File: src/rtl/snxh_pkg.sv
// ----------------------------------------------------------------------------
// snxh_pkg
// Shared constants and controller command type for the symbol name hash.
// ----------------------------------------------------------------------------
package snxh_pkg;

	localparam int BYTE_W     = 8;
	localparam int SUM_W      = 32;
	localparam int PART_W     = 24;
	localparam int BKT_W      = 16;
	localparam int CFG_DATA_W = 16;
	localparam int ROT_BITS   = 4;
	localparam int DIV_STEPS  = SUM_W;
	localparam int CNT_W      = $clog2(DIV_STEPS);

	localparam logic [BYTE_W-1:0] CASE_MASK = 8'hDF;
	localparam logic [1:0]        POS_LAST  = 2'd3;

	typedef enum logic {
		REG_ROTATE_MODE  = 1'b0,
		REG_BUCKET_COUNT = 1'b1
	} cfg_reg_t;

	typedef struct packed {
		logic accept;
		logic last;
		logic div_step;
		logic load_out;
	} ctrl_cmd_t;

endpackage

File: src/rtl/snxh_datapath.sv
// ----------------------------------------------------------------------------
// snxh_datapath
// Byte folding, XOR/rotate sum, restoring remainder unit and result register.
// ----------------------------------------------------------------------------
module snxh_datapath import snxh_pkg::*; (
	input  logic                  clk,
	input  logic                  arst_n,
	input  ctrl_cmd_t             cmd,
	input  logic [BYTE_W-1:0]     name_byte,
	input  logic                  cfg_we,
	input  cfg_reg_t              cfg_index,
	input  logic [CFG_DATA_W-1:0] cfg_data,
	output logic [SUM_W-1:0]      checksum,
	output logic [BKT_W-1:0]      bucket,
	output logic                  zero_divisor
);

	logic              rotate_q;
	logic [BKT_W-1:0]  bucket_count_q;
	logic [SUM_W-1:0]  sum_q;
	logic [PART_W-1:0] partial_q;
	logic [1:0]        pos_q;
	logic [SUM_W-1:0]  cks_q;
	logic [SUM_W-1:0]  dvd_q;
	logic [BKT_W-1:0]  div_q;
	logic [BKT_W-1:0]  rem_q;
	logic              zero_q;
	logic [SUM_W-1:0]  checksum_q;
	logic [BKT_W-1:0]  bucket_q;
	logic              zero_divisor_q;

	logic [BYTE_W-1:0] b;
	logic [SUM_W-1:0]  word_x;
	logic [SUM_W-1:0]  grp_sum;
	logic [PART_W-1:0] partial_nx;
	logic [SUM_W-1:0]  final_sum;
	logic [BKT_W:0]    rr;
	logic [BKT_W:0]    diff;
	logic [BKT_W-1:0]  rem_nx;

	always_comb begin
		b       = name_byte & CASE_MASK;
		word_x  = sum_q ^ {b, partial_q};
		grp_sum = rotate_q ? ((word_x << ROT_BITS) | (word_x >> (SUM_W - ROT_BITS))) : word_x;
		unique case (pos_q)
			2'd0:    partial_nx = {16'h0000, b};
			2'd1:    partial_nx = {8'h00, b, partial_q[7:0]};
			2'd2:    partial_nx = {b, partial_q[15:0]};
			default: partial_nx = partial_q;
		endcase
		final_sum = (pos_q == POS_LAST) ? grp_sum : (sum_q ^ {partial_nx, 8'h00});
		rr        = {rem_q, dvd_q[SUM_W-1]};
		diff      = rr - {1'b0, div_q};
		rem_nx    = diff[BKT_W] ? rr[BKT_W-1:0] : diff[BKT_W-1:0];
	end

	always_ff @(posedge clk or negedge arst_n) begin
		if (!arst_n) begin
			rotate_q       <= 1'b1;
			bucket_count_q <= 16'd1;
			sum_q          <= '0;
			partial_q      <= '0;
			pos_q          <= '0;
		end else begin
			if (cfg_we) begin
				unique case (cfg_index)
					REG_ROTATE_MODE:  rotate_q       <= cfg_data[0];
					REG_BUCKET_COUNT: bucket_count_q <= cfg_data;
				endcase
			end
			if (cmd.accept) begin
				if (cmd.last) begin
					sum_q     <= '0;
					partial_q <= '0;
					pos_q     <= '0;
				end else if (pos_q == POS_LAST) begin
					sum_q     <= grp_sum;
					partial_q <= '0;
					pos_q     <= '0;
				end else begin
					partial_q <= partial_nx;
					pos_q     <= pos_q + 2'd1;
				end
			end
		end
	end

	always_ff @(posedge clk) begin
		if (cmd.accept && cmd.last) begin
			cks_q  <= final_sum;
			dvd_q  <= final_sum;
			div_q  <= bucket_count_q;
			zero_q <= (bucket_count_q == '0);
			rem_q  <= '0;
		end else if (cmd.div_step) begin
			rem_q <= rem_nx;
			dvd_q <= {dvd_q[SUM_W-2:0], 1'b0};
		end
		if (cmd.load_out) begin
			checksum_q     <= cks_q;
			bucket_q       <= zero_q ? '0 : rem_q;
			zero_divisor_q <= zero_q;
		end
	end

	assign checksum     = checksum_q;
	assign bucket       = bucket_q;
	assign zero_divisor = zero_divisor_q;

endmodule

File: src/rtl/snxh_ctrl.sv
// ----------------------------------------------------------------------------
// snxh_ctrl
// Sequencer: byte intake, remainder step count and output register handshake.
// ----------------------------------------------------------------------------
module snxh_ctrl import snxh_pkg::*; (
	input  logic      clk,
	input  logic      arst_n,
	input  logic      s_tvalid,
	input  logic      s_tlast,
	output logic      s_tready,
	output logic      m_tvalid,
	input  logic      m_tready,
	output ctrl_cmd_t cmd
);

	typedef enum logic [1:0] {
		ST_RUN,
		ST_DIV,
		ST_DONE
	} state_t;

	state_t           state_q;
	logic [CNT_W-1:0] cnt_q;
	logic             m_tvalid_q;

	always_comb begin
		s_tready     = (state_q == ST_RUN);
		cmd.accept   = s_tvalid && s_tready;
		cmd.last     = s_tlast;
		cmd.div_step = (state_q == ST_DIV);
		cmd.load_out = (state_q == ST_DONE) && (!m_tvalid_q || m_tready);
	end

	always_ff @(posedge clk or negedge arst_n) begin
		if (!arst_n) begin
			state_q    <= ST_RUN;
			cnt_q      <= '0;
			m_tvalid_q <= 1'b0;
		end else begin
			if (cmd.load_out) begin
				m_tvalid_q <= 1'b1;
			end else if (m_tvalid_q && m_tready) begin
				m_tvalid_q <= 1'b0;
			end
			unique case (state_q)
				ST_RUN: begin
					if (cmd.accept && s_tlast) begin
						state_q <= ST_DIV;
						cnt_q   <= '0;
					end
				end
				ST_DIV: begin
					cnt_q <= cnt_q + 1'b1;
					if (cnt_q == CNT_W'(DIV_STEPS - 1)) begin
						state_q <= ST_DONE;
					end
				end
				ST_DONE: begin
					if (cmd.load_out) begin
						state_q <= ST_RUN;
					end
				end
				default: state_q <= ST_RUN;
			endcase
		end
	end

	assign m_tvalid = m_tvalid_q;

endmodule

File: src/rtl/symbol_name_xor_hash.sv
// The result is valid once the remainder unit has run and the output
// register is loaded. Throughput: one name byte per cycle; each name end
// stalls the input while the 32-step restoring remainder unit runs one bit
// per cycle, and longer while the previous result still waits in the output
// register. A waiting result does not block the bytes of the next name.
// Reset: arst_n clears the sum, byte count and handshake state at once;
// rotate_mode and bucket_count return to 1.
// ----------------------------------------------------------------------------
// symbol_name_xor_hash
// Case-folding XOR/rotate hash of a symbol name with bucket index.
// ----------------------------------------------------------------------------
module symbol_name_xor_hash import snxh_pkg::*; (
	input  logic                     clk,
	input  logic                     arst_n,
	input  logic                     s_tvalid,
	output logic                     s_tready,
	input  logic [7:0]               s_tdata,   // [7:0] name_byte
	input  logic                     s_tlast,   // last_byte
	output logic                     m_tvalid,
	input  logic                     m_tready,
	output logic [SUM_W+BKT_W-1:0]   m_tdata,   // [31:0] checksum, [47:32] bucket
	output logic                     m_tuser,   // zero_divisor
	input  logic                     cfg_we,
	input  logic                     cfg_index,
	input  logic [CFG_DATA_W-1:0]    cfg_data
);

	ctrl_cmd_t        cmd;
	logic [SUM_W-1:0] checksum;
	logic [BKT_W-1:0] bucket;

	snxh_ctrl u_ctrl (
		.clk      (clk),
		.arst_n   (arst_n),
		.s_tvalid (s_tvalid),
		.s_tlast  (s_tlast),
		.s_tready (s_tready),
		.m_tvalid (m_tvalid),
		.m_tready (m_tready),
		.cmd      (cmd)
	);

	snxh_datapath u_dp (
		.clk          (clk),
		.arst_n       (arst_n),
		.cmd          (cmd),
		.name_byte    (s_tdata),
		.cfg_we       (cfg_we),
		.cfg_index    (cfg_reg_t'(cfg_index)),
		.cfg_data     (cfg_data),
		.checksum     (checksum),
		.bucket       (bucket),
		.zero_divisor (m_tuser)
	);

	assign m_tdata = {bucket, checksum};

endmodule

File: config.mk
export PLATFORM = sky130hd
export DESIGN_NAME = symbol_name_xor_hash
export DESIGN_NICKNAME = d
export VERILOG_FILES = /design/src/rtl/snxh_pkg.sv /design/src/rtl/snxh_datapath.sv /design/src/rtl/snxh_ctrl.sv /design/src/rtl/symbol_name_xor_hash.sv
export SDC_FILE = /design/constraint.sdc
export NUM_CORES = 1
export LEC_CHECK = 0
export ABC_AREA = 0
export BUFFER_PORTS_ARGS = -buffer_cell sky130_fd_sc_hd__buf_2
export CAP_MARGIN = 10
export CORE_UTILIZATION = 54
export DETAILED_ROUTE_END_ITERATION = 10
export PLACE_DENSITY = 0.88
export SLEW_MARGIN = 0
export SYNTH_ARGS = -nofsm -noshare
export SYNTH_HDL_FRONTEND = slang
export SYNTH_SLANG_ARGS = --single-unit
File: constraint.sdc
create_clock -name clk -period 3.35 [get_ports clk]
set_clock_uncertainty 0.15 [all_clocks]
set_input_delay 0.67 -clock clk [delete_from_list [all_inputs] [get_ports clk]]
set_output_delay 0.67 -clock clk [all_outputs]
set_load 0.1 [all_outputs]
* Word level (Yosys, flattened, before mapping)
Index checks and enable logic that the tools add are counted.
Word-level totals: register bits 229, input bits 31, output and inout bits 51, word-level logic and storage cells 70
Cells by class: add/subtract/negate cells 3, eq/ne operators 9, multiplexer cells 20, bitwise operators 4, reductions and logical operators 18
Operator list (count):
- 32-bit two-way mux | 6
- 24-bit case mux with 3 select lines | 1
- 32-bit XOR | 2
- 24-bit two-way mux | 2
- 32-bit by 4-bit bitwise OR with 32-bit output | 1
- 17-bit by 16-bit subtractor with 17-bit output | 1
- 16-bit logical NOT | 1
- 16-bit two-way mux | 1
- 2-bit two-way mux | 5
- 5-bit case mux with 2 select lines | 1
- 2-bit AND reduction | 4
- 2-bit nonzero test | 4
- 2-bit == test, second input constant | 3
- 2-bit case mux with 3 select lines | 1
- 5-bit by 1-bit adder with 5-bit output, second input constant | 1
- 5-bit == test, second input constant | 1
- 5-bit two-way mux | 1
- 2-bit by 1-bit == test with 1-bit output, second input constant | 2
- 1-bit logical AND | 4
- 2-bit logical NOT | 2
- 2-bit by 1-bit inequality test with 1-bit output, second input constant | 2
- 3-bit AND reduction | 1
- 2-bit by 1-bit adder with 2-bit output, second input constant | 1
- 1-bit two-way mux | 2
- other kinds (4) | 4

* Logic depth before layout (Yosys ltp)
depth in word-level cells 5, mapped depth 11, gate-level depth less buffers 10

* Hierarchy
Synthesis repeated with hierarchy kept, for this count alone.
Second synthesis, totals: cell total of the unflattened synthesis 905, area total of the unflattened synthesis 10691.5 um2
Modules (own cells, without submodules):
- snxh_datapath | times used 1, cells each 869, area each 10286.1 um2
- snxh_ctrl | times used 1, cells each 36, area each 405.4 um2

* Worst setup path after synthesis
Ideal clock, no wire load.
path kind register to register, from reg u_ctrl.state_q[0], to reg u_dp.cks_q[0], enable pin, arrival 3.372 ns, required time 2.813 ns, path slack -0.559 ns, stages on the path, launching flop included 8, path buffers 3, period minus slack after synthesis 3.909 ns, path through dfrtp_1 > nor2_1 > and2_1 > buf_2 > nand2_1 > inv_2 > buf_2 > buf_2
Between the ends: word-level cells in the longest chain between the ends 3
Ends and longest elaborated chain:
- from (decl) | line snxh_ctrl.sv:22 | state_t state_q;
- from (signal assigned) | line snxh_ctrl.sv:36 | state_q <= ST_RUN;
- from (signal assigned) | line snxh_ctrl.sv:48 | state_q <= ST_DIV;
- from (signal assigned) | line snxh_ctrl.sv:55 | state_q <= ST_DONE;
- 2-bit logical NOT | line snxh_ctrl.sv:27 | s_tready = (state_q == ST_RUN);
- named net s_tready | line symbol_name_xor_hash.sv:16 | output logic s_tready,
- 1-bit logical AND | line snxh_ctrl.sv:28 | cmd.accept = s_tvalid && s_tready;
- 1-bit logical AND | line snxh_datapath.sv:89 | if (cmd.accept && cmd.last) begin
- to (signal assigned) | line snxh_datapath.sv:90 | cks_q <= final_sum;
- to (decl) | line snxh_datapath.sv:23 | logic [SUM_W-1:0] cks_q;
The timed path passes the listed nets, and every way through them passes these cells. A chain may end at the register's enable or synchronous reset.

* Worst setup path after layout
from reg u_dp.div_q[0], to reg u_dp.rem_q[0]
Between the ends: word-level cells in the longest chain between the ends 2
Ends and longest elaborated chain:
- from (decl) | line snxh_datapath.sv:25 | logic [BKT_W-1:0] div_q;
- from (signal assigned) | line snxh_datapath.sv:92 | div_q <= bucket_count_q;
- 17-bit by 16-bit subtractor with 17-bit output | line snxh_datapath.sv:53 | diff = rr - {1'b0, div_q};
- 16-bit two-way mux | line snxh_datapath.sv:54 | rem_nx = diff[BKT_W] ? rr[BKT_W-1:0] : diff[BKT_W-1:0];
- to (signal assigned) | line snxh_datapath.sv:96 | rem_q <= rem_nx;
- to (decl) | line snxh_datapath.sv:26 | logic [BKT_W-1:0] rem_q;
No other way between the ends.

==> metrics <==
Row Count between 50 and 60; Routed Antenna Nets 0; Critical path origin u_dp.div_q[0]$_DFFE_PP_; Worst setup endpoint u_dp.rem_q[0]$_SDFFE_PP0P_; first-pass GRT wire length ~37 mm; Syn. warnings 0; I/O pin total a little over 80; worst slew pin tran 788 ps; htree depth 1; vias per inst ~5.8; Pleak 0.00500 uW; clock share of power 0.243; Post-CTS Repair Setup Buffers 0; Placed Area between 0.01 and 0.015 sq mm; area grow syn2layout 14.2%; register area share after synthesis 0.590; footprint of the multi-input gates roughly 0.004 sq mm; DRT Pass-1 Iters 7; DR vias between 7,000 and 8,000; drc violations 0; Final Cell Area around 0.012 sq mm; worst hold slack roughly 46 ps; endpoints failing setup 0; initial antenna violation count 2; syn nets roughly 960; Tcrit/Tclk final 0.867; CTS sink count 229; post-layout min period 2900 ps; CTS Buffer Depth 3; NumNets Final between 1,000 and 1,500; status completed; register bit count reported by yosys between 200 and 250; DR WL/cell 18.4 microns; CTS root buffer clkbuf_16; CTS buffer count 23; clk slew on worst S/H paths 60 ps; Syn Area/Cell about 12 sq um; CTS tree yes; Die W ~140 microns; maximum vdd drop 0.000423 V; Psw between 3000 and 4000 uW; sequential power share 0.408; crit path kind flop to flop; commonest non-fill, non-tap cell in the layout edfxtp_1; post-synthesis cell count between 900 and 1,000; Initial DRC Count 823; layout cells sized above 1 0.192; GR Util All Layers 0.234; Hold-fix buffers, CTS 0; power per cell area between 800 and 900 mW/mm^2; reg-to-reg startpoint u_dp.div_q[0]$_DFFE_PP_; Top FF cell, synth edfxtp_1; CTS resizes 0; Int Power ~7100 uW; critical path endpoint category flop; R2R Setup Slk roughly 450 ps; final hold violations 0; placed wire-length estimate between 15 and 20 mm; Synth Cell Area between 0.01 and 0.015 sq mm; # fillers ~1,500; Max Slew Vio Count 0; Async SR Flop Fraction 0.362; worst path required time about 3600 ps; GP Congestion 0.902; Worst Path Max Fanout 15; CP Data Arrival Time roughly 3200 ps; sequential cell area about 0.0063 sq mm; Post-synth EDFFs between 100 and 150; Post-Place Worst Slack between 500 and 600 ps; total grt overflow 0; startpoint class of the critical path flop; Worst slew margin 0.475; Worst R2R Path Depth 10; largest net degree at the start of global routing 85; Sw Share 0.349; vias in the first global route around 7,000; Core Region approximately 0.019 sq mm; Post-Route WL between 20 and 25 mm; Min-Delay Path Class input pin to async pin; MaxCap Viol Count 0; die area ~0.02 sq mm; post-synth cell types 52; most frequent cells in the layout edfxtp_1 (130), nand2_1 (122), dfrtp_1 (81); fmax 344 MHz; Die Span Y 143 microns; FF-to-FF End u_dp.rem_q[0]$_SDFFE_PP0P_; RSZ-0062 raised after global routing false; Worst-Skew Late Latency between 500 and 600 ps; Port-buffer cells 80; worst setup margin around 450 ps; Starting Density 0.551; setup tns final 0 ps; Comb power frac 0.349
power by group through the flow:
stage	Clock (uW)	Sequential, uW	Combinational, uW
finish	2640	4430	3790
global route	2780	4500	4150
CTS	2670	4410	3740
detailed placement	0	4460	3700
global placement	0	4410	3540
floorplan	0	4280	2900
sequential cells by signal, summed over array words and instances (netlist names):
signal and count:
u_dp.checksum 32, u_dp.rem_q 16, u_dp.zero_q 1, u_dp.bucket_count_q 16, u_ctrl.state_q 2, u_dp.bucket 16
u_dp.cks_q 32, u_dp.rotate_q 1, u_dp.partial_q 24, u_ctrl.cnt_q 5, u_dp.div_q 16, u_dp.dvd_q 32
u_ctrl.m_tvalid 1, u_dp.pos_q 2, u_dp.sum_q 32, u_dp.zero_divisor 1
metrics by stage:
step	instances	power [uW]	utilization
detailed placement	1216	8160	0.587
global placement	1216	7950	0.587
global route	1259	11400	0.628
CTS	1258	10800	0.628
finish	1259	10900	0.628
floorplan	903	7170	-
logic make-up (layout without fill, tap and decap cells):
kind of cell             count (synthesis)  in the layout  synth area share
AO/OA/AOI/OAI                          211            211             0.133
XOR/XNOR                                62             62            0.0526
adder cells (fa/ha/maj)                 23             23            0.0277
buffers and inverters                   81            171            0.0305
flip-flops                             229            229             0.590
multiplexers                            71             71            0.0718
other                                    0              1                 0
AND/OR/NAND/NOR                        226            226            0.0942
cell usage after synthesis (all sizes together) (2+ instances only):
library cell,count,area [sq um]
a32o,4,40.0
a21boi,2,15.0
o22ai,11,68.8
mux2,45,507
nor2b,19,119
a31oi,5,46.3
o31ai,2,15.0
xor2,15,150
dfrtp,81,2030
xnor2,47,412
a21o,4,30.0
buf,11,62.6
o21ai,70,350
o211ai,3,22.5
nor4,4,25.0
a22oi,17,128
o2bb2ai,2,17.5
o21a,2,15.0
and2,5,31.3
a21oi,32,160
ha,22,275
nand2,122,458
inv,31,116
mux2i,26,260
nand3,12,60.1
nand2b,18,113
nor2,36,135
dfstp,2,52.6
a22o,47,412
dfxtp,16,320
edfxtp,130,3900
clkbuf,39,146
and3,8,50.1
worst max-delay path, stage by stage, from the launching register on:
cell and delay (ps):
edfxtp_1 380, ha_1 240, fa_1 400, nand2b_1 180
a21o_1 210, a31oi_4 180, a41o_4 280, xor2_4 130
buf_4 270, nand2_1 100, a32o_1 260
area by class of cell:
cell class / count / share of cell area
Inverter: 31 / 0.00954
Timing Repair Buffer: 98 / 0.0472
Sequential cell: 229 / 0.517
Multi-Input combinational cell: 593 / 0.334
Tap cell: 265 / 0.0272
Clock buffer: 28 / 0.0531
Antenna cell: 1 / 0.000205
Clock inverter: 14 / 0.0120
worst min path at each step:
| stage | start | end | slack, ps | cells after the start |
|---|---|---|---|---|
| after floorplan | arst_n | u_ctrl.cnt_q[0]$_DFFE_PN0P_ | 220 | 0 |
| after global placement | u_dp.cks_q[19]$_DFFE_PP_ | u_dp.checksum[19]$_DFFE_PP_ | 250 | 0 |
| after detailed placement | u_dp.cks_q[0]$_DFFE_PP_ | u_dp.checksum[0]$_DFFE_PP_ | 250 | 0 |
| after CTS | arst_n | u_dp.sum_q[19]$_DFFE_PN0P_ | 80 | 1 |
| after global routing | arst_n | u_dp.sum_q[19]$_DFFE_PN0P_ | 110 | 1 |
| final | arst_n | u_dp.sum_q[19]$_DFFE_PN0P_ | 50 | 1 |
layer usage:
| metal | wire (microns) | track usage |
|---|---|---|
| met3 | 1920 | 0.0486 |
| met4 | 425 | 0.0668 |
| met5 | 13 | 0 |
| met1 | 10200 | 0.336 |
| met2 | 10700 | 0.362 |
No activity file was read; power rests on OpenSTA's default activity.
